File: config.mk
export PLATFORM = sky130hd
export DESIGN_NAME = affine_cipher_alphabet
export DESIGN_NICKNAME = d
export VERILOG_FILES = /design/src/hdl/aca_pkg.sv /design/src/hdl/aca_keyunit.sv /design/src/hdl/aca_modred.sv /design/src/hdl/affine_cipher_alphabet.sv
export SDC_FILE = /design/constraint.sdc
export NUM_CORES = 2
export LEC_CHECK = 0
export BUFFER_PORTS_ARGS = -buffer_cell sky130_fd_sc_hd__buf_4
export CAP_MARGIN = 20
export CORE_ASPECT_RATIO = 1.1
export CORE_UTILIZATION = 30
export CTS_BUF_LIST = sky130_fd_sc_hd__clkbuf_16
export DETAILED_ROUTE_END_ITERATION = 7
export PLACE_DENSITY_LB_ADDON = 0.08
export SYNTH_ARGS = -nofsm -noshare
export SYNTH_HDL_FRONTEND = slang
export SYNTH_HIERARCHICAL = 1
export SYNTH_SLANG_ARGS = --single-unit
export TNS_END_PERCENT = 10
File: constraint.sdc
create_clock -name i_clk -period 22.9 [get_ports i_clk]
set_input_delay 1.145 -clock i_clk [delete_from_list [all_inputs] [get_ports i_clk]]
set_output_delay 1.145 -clock i_clk [all_outputs]
set_load 0.05 [all_outputs]
File: src/hdl/aca_pkg.sv
package aca_pkg;

    localparam int MAX_SYMBOLS_DEF = 64;
    localparam int RESET_LETTERS   = 26;
    localparam int FIRST_LETTER    = 65;

    localparam logic OP_LOAD   = 1'b0;
    localparam logic OP_CIPHER = 1'b1;

    localparam logic [1:0] ST_OK   = 2'd0;
    localparam logic [1:0] ST_KEYA = 2'd1;
    localparam logic [1:0] ST_KEYB = 2'd2;

    localparam logic [1:0] CFG_MODULUS = 2'd0;
    localparam logic [1:0] CFG_KEY_A   = 2'd1;
    localparam logic [1:0] CFG_KEY_B   = 2'd2;
    localparam logic [1:0] CFG_DECRYPT = 2'd3;

    typedef struct packed {
        logic       v;
        logic       cip;
        logic [1:0] st;
    } t_side;

    function automatic logic [7:0] reset_entry(input int i);
        logic [7:0] r;
        r = 8'd0;
        if (i < RESET_LETTERS) begin
            r = 8'(FIRST_LETTER + i);
        end
        return r;
    endfunction

endpackage

File: src/hdl/aca_keyunit.sv
module aca_keyunit import aca_pkg::*; #(
    parameter int MAX_SYMBOLS = MAX_SYMBOLS_DEF,
    parameter int IW = $clog2(MAX_SYMBOLS + 1)
) (
    input  logic          i_clk,
    input  logic          i_rst_n,
    input  logic          i_wr,
    input  logic [1:0]    i_idx,
    input  logic [7:0]    i_data,
    output logic          o_busy,
    output logic [IW-1:0] o_n,
    output logic [7:0]    o_kb,
    output logic          o_dec,
    output logic [IW-1:0] o_ar,
    output logic [IW-1:0] o_inv,
    output logic          o_cop
);

    localparam logic [1:0] S_IDLE = 2'd0;
    localparam logic [1:0] S_RED  = 2'd1;
    localparam logic [1:0] S_SRCH = 2'd2;

    logic [1:0]    r_state;
    logic [6:0]    r_mod;
    logic [7:0]    r_ka;
    logic [7:0]    r_kb;
    logic          r_dec;
    logic [7:0]    r_ar;
    logic [IW:0]   r_acc;
    logic [IW-1:0] r_k;
    logic [IW-1:0] r_inv;
    logic          r_cop;
    logic [IW-1:0] w_n;
    logic [IW:0]   n_acc;

    always_comb begin
        if (int'(r_mod) < 2) begin
            w_n = IW'(2);
        end else if (int'(r_mod) > MAX_SYMBOLS) begin
            w_n = IW'(MAX_SYMBOLS);
        end else begin
            w_n = IW'(r_mod);
        end
        n_acc = r_acc + (IW+1)'(r_ar);
        if (n_acc >= (IW+1)'(w_n)) begin
            n_acc = n_acc - (IW+1)'(w_n);
        end
    end

    always_ff @(posedge i_clk) begin
        if (!i_rst_n) begin
            r_state <= S_IDLE;
            r_mod   <= 7'd26;
            r_ka    <= 8'd1;
            r_kb    <= 8'd0;
            r_dec   <= 1'b0;
            r_ar    <= 8'd1;
            r_inv   <= IW'(1);
            r_cop   <= 1'b1;
            r_acc   <= '0;
            r_k     <= '0;
        end else begin
            case (r_state)
                S_IDLE: begin
                    if (i_wr) begin
                        case (i_idx)
                            CFG_MODULUS: r_mod <= i_data[6:0];
                            CFG_KEY_A:   r_ka  <= i_data;
                            CFG_KEY_B:   r_kb  <= i_data;
                            CFG_DECRYPT: r_dec <= i_data[0];
                            default: ;
                        endcase
                        r_ar    <= (i_idx == CFG_KEY_A) ? i_data : r_ka;
                        r_state <= S_RED;
                    end
                end
                S_RED: begin
                    if (int'(r_ar) >= int'(w_n)) begin
                        r_ar <= r_ar - 8'(w_n);
                    end else begin
                        r_acc   <= (IW+1)'(r_ar);
                        r_k     <= IW'(1);
                        r_state <= S_SRCH;
                    end
                end
                S_SRCH: begin
                    if (r_acc == (IW+1)'(1)) begin
                        r_inv   <= r_k;
                        r_cop   <= 1'b1;
                        r_state <= S_IDLE;
                    end else if (r_k == w_n - IW'(1)) begin
                        r_inv   <= IW'(1);
                        r_cop   <= 1'b0;
                        r_state <= S_IDLE;
                    end else begin
                        r_acc <= n_acc;
                        r_k   <= r_k + IW'(1);
                    end
                end
                default: r_state <= S_IDLE;
            endcase
        end
    end

    assign o_busy = (r_state != S_IDLE);
    assign o_n    = w_n;
    assign o_kb   = r_kb;
    assign o_dec  = r_dec;
    assign o_ar   = IW'(r_ar);
    assign o_inv  = r_inv;
    assign o_cop  = r_cop;

endmodule

File: src/hdl/aca_modred.sv
module aca_modred import aca_pkg::*; #(
    parameter int IW = 7,
    parameter int PW = 2 * IW
) (
    input  logic          i_clk,
    input  logic          i_rst_n,
    input  logic          i_en,
    input  logic [IW-1:0] i_n,
    input  logic [PW-1:0] i_p,
    input  t_side         i_sd,
    output logic [IW-1:0] o_rem,
    output t_side         o_sd,
    output logic          o_busy
);

    // restoring reduction, 4 shift-subtract steps per stage
    localparam int NS   = PW - 1;
    localparam int NSTG = (NS + 3) / 4;
    localparam int WW   = PW + IW;

    logic [PW-1:0] r_p  [NSTG];
    t_side         r_sd [NSTG];
    logic [NSTG-1:0] w_cip;

    genvar s;
    generate
        for (s = 0; s < NSTG; s++) begin : g_stg
            logic [WW-1:0] w_val;
            logic [PW-1:0] w_src_p;
            t_side         w_src_sd;
            if (s == 0) begin : g_first
                assign w_src_p  = i_p;
                assign w_src_sd = i_sd;
            end else begin : g_next
                assign w_src_p  = r_p[s-1];
                assign w_src_sd = r_sd[s-1];
            end
            always_comb begin
                int k;
                logic [WW-1:0] sub;
                w_val = WW'(w_src_p);
                for (int t = 0; t < 4; t++) begin
                    k = NS - 1 - (s * 4 + t);
                    if (k >= 0) begin
                        sub = WW'(i_n) << k;
                        if (w_val >= sub) begin
                            w_val = w_val - sub;
                        end
                    end
                end
            end
            always_ff @(posedge i_clk) begin
                if (!i_rst_n) begin
                    r_sd[s] <= '0;
                end else if (i_en) begin
                    r_sd[s] <= w_src_sd;
                end
            end
            always_ff @(posedge i_clk) begin
                if (i_en) begin
                    r_p[s] <= PW'(w_val);
                end
            end
            assign w_cip[s] = r_sd[s].v & r_sd[s].cip;
        end
    endgenerate

    assign o_rem  = IW'(r_p[NSTG-1]);
    assign o_sd   = r_sd[NSTG-1];
    assign o_busy = |w_cip;

endmodule

File: src/hdl/affine_cipher_alphabet.sv
// Affine cipher over a loadable alphabet of up to MAX_SYMBOLS codes.
// Input stream: s tuser = operation (0 load, 1 cipher); s tdata holds
// entry_index and char_code. Every input beat yields one output beat:
// m tdata holds out_char and out_position, m tuser holds status.
// Config channel: index 0 modulus, 1 key_a, 2 key_b, 3 decrypt_mode.
// Each write starts a key setup sequencer that reduces key_a mod n and
// searches its inverse one candidate per cycle; both channels hold ready
// low while it runs.
// Throughput: one beat per cycle while the receiver takes beats, no key
// setup runs and no load beat waits. A beat passes the input register,
// the compare and product registers, the modular reducer stages (4 steps
// each) and the output register with the table read.
// A load beat waits while a cipher beat is still ahead of the table read.
// Reset loads A..Z into the first 26 entries, modulus 26, key_a 1,
// key_b 0, encrypt mode, and empties the pipeline.
// A stalled receiver freezes the whole pipeline; nothing is lost.
module affine_cipher_alphabet import aca_pkg::*; #(
    parameter int MAX_SYMBOLS = MAX_SYMBOLS_DEF
) (
    input  logic        i_clk,
    input  logic        i_rst_n,
    input  logic        i_s_tvalid,
    output logic        o_s_tready,
    input  logic [15:0] i_s_tdata,   // entry_index[5:0], char_code[13:6], zero
    input  logic        i_s_tuser,   // operation
    output logic        o_m_tvalid,
    input  logic        i_m_tready,
    output logic [15:0] o_m_tdata,   // out_char[7:0], out_position[14:8], zero
    output logic [1:0]  o_m_tuser,   // status
    input  logic        i_cfg_valid,
    output logic        o_cfg_ready,
    input  logic [1:0]  i_cfg_index,
    input  logic [7:0]  i_cfg_data
);

    localparam int IW = $clog2(MAX_SYMBOLS + 1);
    localparam int AW = (MAX_SYMBOLS > 1) ? $clog2(MAX_SYMBOLS) : 1;
    localparam int PW = 2 * IW;

    logic          w_kbusy;
    logic [IW-1:0] w_n, w_ar, w_inv;
    logic [7:0]    w_kb;
    logic          w_dec, w_cop;

    aca_keyunit #(.MAX_SYMBOLS(MAX_SYMBOLS), .IW(IW)) u_key (
        .i_clk  (i_clk),
        .i_rst_n(i_rst_n),
        .i_wr   (i_cfg_valid & o_cfg_ready),
        .i_idx  (i_cfg_index),
        .i_data (i_cfg_data),
        .o_busy (w_kbusy),
        .o_n    (w_n),
        .o_kb   (w_kb),
        .o_dec  (w_dec),
        .o_ar   (w_ar),
        .o_inv  (w_inv),
        .o_cop  (w_cop)
    );

    logic          w_en, w_acc, w_hz, w_mrbusy;
    logic [5:0]    w_idx;
    logic [7:0]    w_ch;
    logic [AW-1:0] w_widx;
    logic          w_wr;
    logic [1:0]    w_st;

    assign w_idx  = i_s_tdata[5:0];
    assign w_ch   = i_s_tdata[13:6];
    assign w_widx = AW'(w_idx);
    assign w_en   = ~o_m_tvalid | i_m_tready;

    t_side         r_a_sd, r_b_sd, r_c_sd, r_o_sd, w_m_sd;
    logic [7:0]    r_a_ch;
    logic [IW-1:0] r_b_x;
    logic [PW-1:0] r_c_p;
    logic [IW-1:0] w_rem, w_j, r_o_j;

    assign w_hz = (r_a_sd.v & r_a_sd.cip) | (r_b_sd.v & r_b_sd.cip)
                | (r_c_sd.v & r_c_sd.cip) | w_mrbusy;
    assign o_s_tready  = w_en & ~w_kbusy & ~((i_s_tuser == OP_LOAD) & w_hz);
    assign o_cfg_ready = ~w_kbusy;
    assign w_acc = i_s_tvalid & o_s_tready;
    assign w_wr  = w_acc & (i_s_tuser == OP_LOAD) & (int'(w_idx) < MAX_SYMBOLS);

    always_comb begin
        if (!w_cop) begin
            w_st = ST_KEYA;
        end else if (int'(w_kb) >= int'(w_n)) begin
            w_st = ST_KEYB;
        end else begin
            w_st = ST_OK;
        end
    end

    // search table, flops with parallel compare
    logic [7:0] r_tab [MAX_SYMBOLS];
    logic [IW-1:0] w_x;

    always_ff @(posedge i_clk) begin
        if (!i_rst_n) begin
            for (int i = 0; i < MAX_SYMBOLS; i++) begin
                r_tab[i] <= reset_entry(i);
            end
        end else if (w_wr) begin
            r_tab[w_widx] <= w_ch;
        end
    end

    always_comb begin
        w_x = '0;
        for (int i = MAX_SYMBOLS - 1; i >= 0; i--) begin
            if ((i < int'(w_n)) && (r_tab[i] == r_a_ch)) begin
                w_x = IW'(i + 1);
            end
        end
    end

    // stage products
    logic [IW-1:0] w_d;
    logic [PW-1:0] w_p;

    always_comb begin
        if (r_b_x >= IW'(w_kb)) begin
            w_d = r_b_x - IW'(w_kb);
        end else begin
            w_d = r_b_x + w_n - IW'(w_kb);
        end
        if (w_dec) begin
            w_p = PW'(w_d) * PW'(w_inv);
        end else begin
            w_p = PW'(w_ar) * PW'(r_b_x) + PW'(IW'(w_kb));
        end
    end

    always_ff @(posedge i_clk) begin
        if (!i_rst_n) begin
            r_a_sd <= '0;
            r_b_sd <= '0;
            r_c_sd <= '0;
        end else if (w_en) begin
            r_a_sd.v   <= w_acc;
            r_a_sd.cip <= (i_s_tuser == OP_CIPHER);
            r_a_sd.st  <= (i_s_tuser == OP_CIPHER) ? w_st : ST_OK;
            r_b_sd     <= r_a_sd;
            r_c_sd     <= r_b_sd;
        end
    end

    always_ff @(posedge i_clk) begin
        if (w_en) begin
            r_a_ch <= w_ch;
            r_b_x  <= w_x;
            r_c_p  <= w_p;
        end
    end

    aca_modred #(.IW(IW), .PW(PW)) u_mod (
        .i_clk  (i_clk),
        .i_rst_n(i_rst_n),
        .i_en   (w_en),
        .i_n    (w_n),
        .i_p    (r_c_p),
        .i_sd   (r_c_sd),
        .o_rem  (w_rem),
        .o_sd   (w_m_sd),
        .o_busy (w_mrbusy)
    );

    assign w_j = (w_rem == '0) ? w_n : w_rem;

    // output copy of the table, valid bits stand in for the reset image
    logic [7:0]       r_mem [MAX_SYMBOLS];
    logic [MAX_SYMBOLS-1:0] r_mv;
    logic [AW-1:0]    w_raddr;
    logic [7:0]       r_rd, r_rdef;
    logic             r_rmv;

    assign w_raddr = AW'(w_j - IW'(1));

    always_ff @(posedge i_clk) begin
        if (w_wr) begin
            r_mem[w_widx] <= w_ch;
        end
        if (w_en) begin
            r_rd <= r_mem[w_raddr];
        end
    end

    always_ff @(posedge i_clk) begin
        if (!i_rst_n) begin
            r_mv <= '0;
        end else if (w_wr) begin
            r_mv[w_widx] <= 1'b1;
        end
    end

    always_ff @(posedge i_clk) begin
        if (!i_rst_n) begin
            r_o_sd <= '0;
        end else if (w_en) begin
            r_o_sd <= w_m_sd;
        end
    end

    always_ff @(posedge i_clk) begin
        if (w_en) begin
            r_o_j  <= w_j;
            r_rmv  <= r_mv[w_raddr];
            r_rdef <= reset_entry(int'(w_raddr));
        end
    end

    logic       w_ok;
    logic [7:0] w_char;

    assign w_ok   = r_o_sd.cip & (r_o_sd.st == ST_OK);
    assign w_char = w_ok ? (r_rmv ? r_rd : r_rdef) : 8'd0;

    assign o_m_tvalid = r_o_sd.v;
    assign o_m_tdata  = {1'b0, (w_ok ? 7'(r_o_j) : 7'd0), w_char};
    assign o_m_tuser  = r_o_sd.st;

endmodule

==> results.py <==
metrics = {
    "critical_path": {
        "required_ns": 23.47,
        "path_class": "reg2reg",
        "cp.arrival_ns": 12.69,
        "crit_path_max_incr_delay_ns": 1.00,
        "critPathCaptureType": "flop",
        "cp_max_fo": 18,
        "slowest_stage": "or4_1",
        "worstSetupStartpointType": "flop",
    },
    "detailed_routing": {
        "drt-pass1-iter-count": 5,
        "viasPerCell": 4.95,
        "routedWlPerCell_um": 24.6,
        "drtIter0Drc": 3039,
        "drtAntennaViolNets": 0,
        "route.detailed.drc": 0,
        "wl_um": 210000,
        "via_count": 42200,
    },
    "run_status": {
        "status": "completed",
    },
    "clock_tree": {
        "postCtsHoldBufs": 0,
        "postCtsSetupBuffers": 0,
        "cts_max_level": 4,
        "clock-root-buffer": "clkbuf_16",
        "clock_sinks": 1279,
        "cts_made_buffers": 157,
        "clk_pin_slew_ns": 0.06,
        "cts_buffer_depth": 3,
        "clk_latency_ns": 0.84,
        "cts_resized": 0,
        "cts_tree": "built",
    },
    "layout": {
        "multiInputGateArea_mm2": 0.0283,
        "syn2layout_area_growth_pct": 13.7,
        "fin_cells": 8525,
        "nets": 5749,
        "regArea_mm2": 0.0370,
        "nFillCells": 22000,
        "drive_above_1_share_pct": 13.2,
    },
    "synthesis": {
        "ys.warnings.count": 6,
        "netlist_instances": 5370,
        "synth_top_area_cell": "edfxtp_1",
        "ys.flop_type": "edfxtp_1",
        "syn_area_mm2": 0.0673,
        "synth_area_leaders": "edfxtp_1 (51%), mux4_2 (6.0%), xor2_1 (5.4%)",
        "ys_seq_elements": 1279,
        "synth_cell_types": 119,
        "async_reset_ff_share_pct": 0,
        "synth_enable_flop_cells": 1142,
        "syn_area_per_cell_um2": 12.5,
        "yosysSeqAreaShare_pct": 55.0,
        "netlist.area_leader.share_pct": 50.9,
    },
    "power_and_ir_drop": {
        "ir_drop_mv": 0.0932,
        "power_density_mw_per_mm2": 103,
        "p_leak_nw": 28.1,
    },
    "hold_path": {
        "hold_path_class": "reg2reg",
    },
    "timing": {
        "layout_setup_ws_ns": 10.78,
        "drv_slew": 0,
        "period_share_pct": 52.9,
        "whs_ns": 0.432,
        "worst_pin_slew_ns": 1.16,
        "rsz0062_at_grt": "false",
        "tns_ns": 0,
        "period_needed_ns": 12.12,
        "max_freq_ghz": 0.0825,
        "hold_violations": 0,
        "finalSetupViolCount": 0,
        "slew_headroom_pct": 22.4,
        "skew_ns": 0.0617,
    },
    "placed_design": {
        "placed_cells": 8174,
        "hpwlAfterDp_um": 129000,
        "io_buffers": 49,
        "place_congestion": 0.835,
        "dp_worst_setup_slack_ns": 10.60,
    },
    "floorplanning": {
        "die_w_um": 454,
        "start_util_pct": 30.1,
        "pin_count": 53,
        "row_count": 182,
        "die_area_mm2": 0.226,
        "fp.dieH_um": 499,
        "coreArea_mm2": 0.223,
    },
    "job": {
        "cap_violations": 0,
    },
    "grt": {
        "grt_pass1_vias": 43500,
        "grt_remaining_overflow": 0,
        "antenna_found_initial": 16,
        "track_usage_pct": 18.6,
        "grt_max_degree": 92,
        "grt_pass1_wl_um": 307000,
    },
}
==> power by group <==
| group | total, W | switching [W] | internal [W] |
|---|---|---|---|
| Clock | 0.00249 | 0.00106 | 0.00143 |
| Combinational | 0.00259 | 0.00154 | 0.00105 |
| Sequential | 0.00278 | 0.0000753 | 0.00270 |
==> sequential cells by signal, summed over array words and instances, names as in the netlist, 2 cells and up <==
| signal | count |
|---|---|
| r_a_sd | 4 |
| r_b_sd | 4 |
| r_a_ch | 8 |
| u_key/r_mod | 7 |
| u_key/r_k | 7 |
| o_m_tuser | 2 |
| u_mod/r_p | 49 |
| r_mem | 512 |
| u_key/o_inv | 7 |
| u_key/r_acc | 8 |
| u_key/r_ka | 8 |
| u_key/o_kb | 8 |
| r_rdef | 8 |
| r_b_x | 7 |
| r_mv | 64 |
| u_key/r_state | 2 |
| u_key/r_ar | 8 |
| r_rd | 8 |
| r_c_p | 14 |
| r_o_j | 7 |
| r_c_sd | 4 |
| r_tab | 512 |
| u_mod/r_sd | 16 |
==> kinds of logic after synthesis <==
kind of cell | share of synthesized area [%]
buffers and inverters | 3.15
XOR/XNOR | 8.09
flip-flops | 55.0
AND/OR/NAND/NOR | 14.0
multiplexers | 7.55
adder cells (fa/ha/maj) | 5.96
other | 0.00557
AO/OA/AOI/OAI | 6.26
==> per-layer routing <==
layer  track usage [%]  vias up  share of wire [%]
met2              31.0      827                 48
met3              2.55      202                4.1
met5                 0        -                  0
met4              4.42        0                1.9
li1                  -    19600                  -
met1              25.2    21500                 46
==> through the flow <==
stage	cell area [um^2]	total power [W]	utilization (%)
global placement	71000	0.00544	31.8
floorplan	67300	0.00470	-
CTS	76300	0.00797	34.1
detailed placement	71100	0.00543	31.8
finish	76600	0.00786	34.3
global route	76600	0.00831	34.3
==> worst max-delay path: cells and delay by family (launching register included) <==
kind | cells | cell delay (ns)
adders and majority gates | 4 | 1.39
AOI/OAI and AO/OA | 13 | 3.18
buffers and inverters | 7 | 1.57
and+or+nand+nor | 13 | 4.13
DFF | 1 | 0.30
muxes | 3 | 1.26
==> cell type report <==
type | count | area share [%]
multi-input cells | 3585 | 37.0
clock buffers | 157 | 5.13
repair buffers | 208 | 2.01
diodes | 5 | 0.0163
flip-flops and latches | 1279 | 48.4
well taps | 2944 | 4.81
clock inverters | 135 | 1.63
inverters | 212 | 1.05
==> cell usage in the layout, fill, tap and decap left out, drive strengths merged, types with 74 or more instances in the layout <==
master / netlist / routed
a21o: 74 / 74
a21oi: 145 / 145
and2: 496 / 496
buf: 107 / 192
clkbuf: 189 / 172
dfxtp: 137 / 137
edfxtp: 1142 / 1142
fa: 78 / 78
ha: 196 / 196
inv: 209 / 259
mux4: 180 / 180
nand2: 260 / 260
nand3: 101 / 101
nor2: 379 / 379
nor3: 98 / 98
nor4: 88 / 88
o21ai: 190 / 190
or3: 88 / 88
xnor2: 208 / 208
xor2: 414 / 414
==> cell usage after synthesis (18+ instances only) <==
| cell | count |
|---|---|
| nor3_1 | 94 |
| buf_1 | 18 |
| or3_1 | 87 |
| nand3_1 | 100 |
| mux4_2 | 180 |
| a21oi_1 | 136 |
| nand4_1 | 58 |
| a21o_1 | 71 |
| and3_1 | 27 |
| a211oi_1 | 48 |
| mux2i_1 | 68 |
| xnor2_1 | 208 |
| fa_1 | 78 |
| mux2_2 | 26 |
| edfxtp_1 | 1142 |
| nor2_1 | 372 |
| and2_1 | 495 |
| nor4_1 | 86 |
| buf_2 | 71 |
| xor2_1 | 414 |
| o21ai_0 | 183 |
| nand2b_1 | 45 |
| clkbuf_1 | 185 |
| nand2_1 | 260 |
| nor2b_1 | 46 |
| dfxtp_1 | 137 |
| ha_1 | 196 |
| a22oi_1 | 22 |
| inv_1 | 208 |
==> worst paths after layout <==
| path | start | endpoint | slack (ns) | cells past startpoint |
|---|---|---|---|---|
| hold reg to reg | r_c_p[4]$_DFFE_PN_ | u_mod/r_p[0][4]$_DFFE_PP_ | 0.43 | 0 |
| hold / removal | r_c_p[4]$_DFFE_PN_ | u_mod/r_p[0][4]$_DFFE_PP_ | 0.43 | 0 |
| setup / recovery | u_key/r_mod[6]$_SDFFE_PN0P_ | u_mod/r_p[2][2]$_DFFE_PP_ | 10.78 | 40 |
| setup reg to reg | u_key/r_mod[6]$_SDFFE_PN0P_ | u_mod/r_p[2][2]$_DFFE_PP_ | 10.78 | 40 |
(Power assumes the default switching activity.)
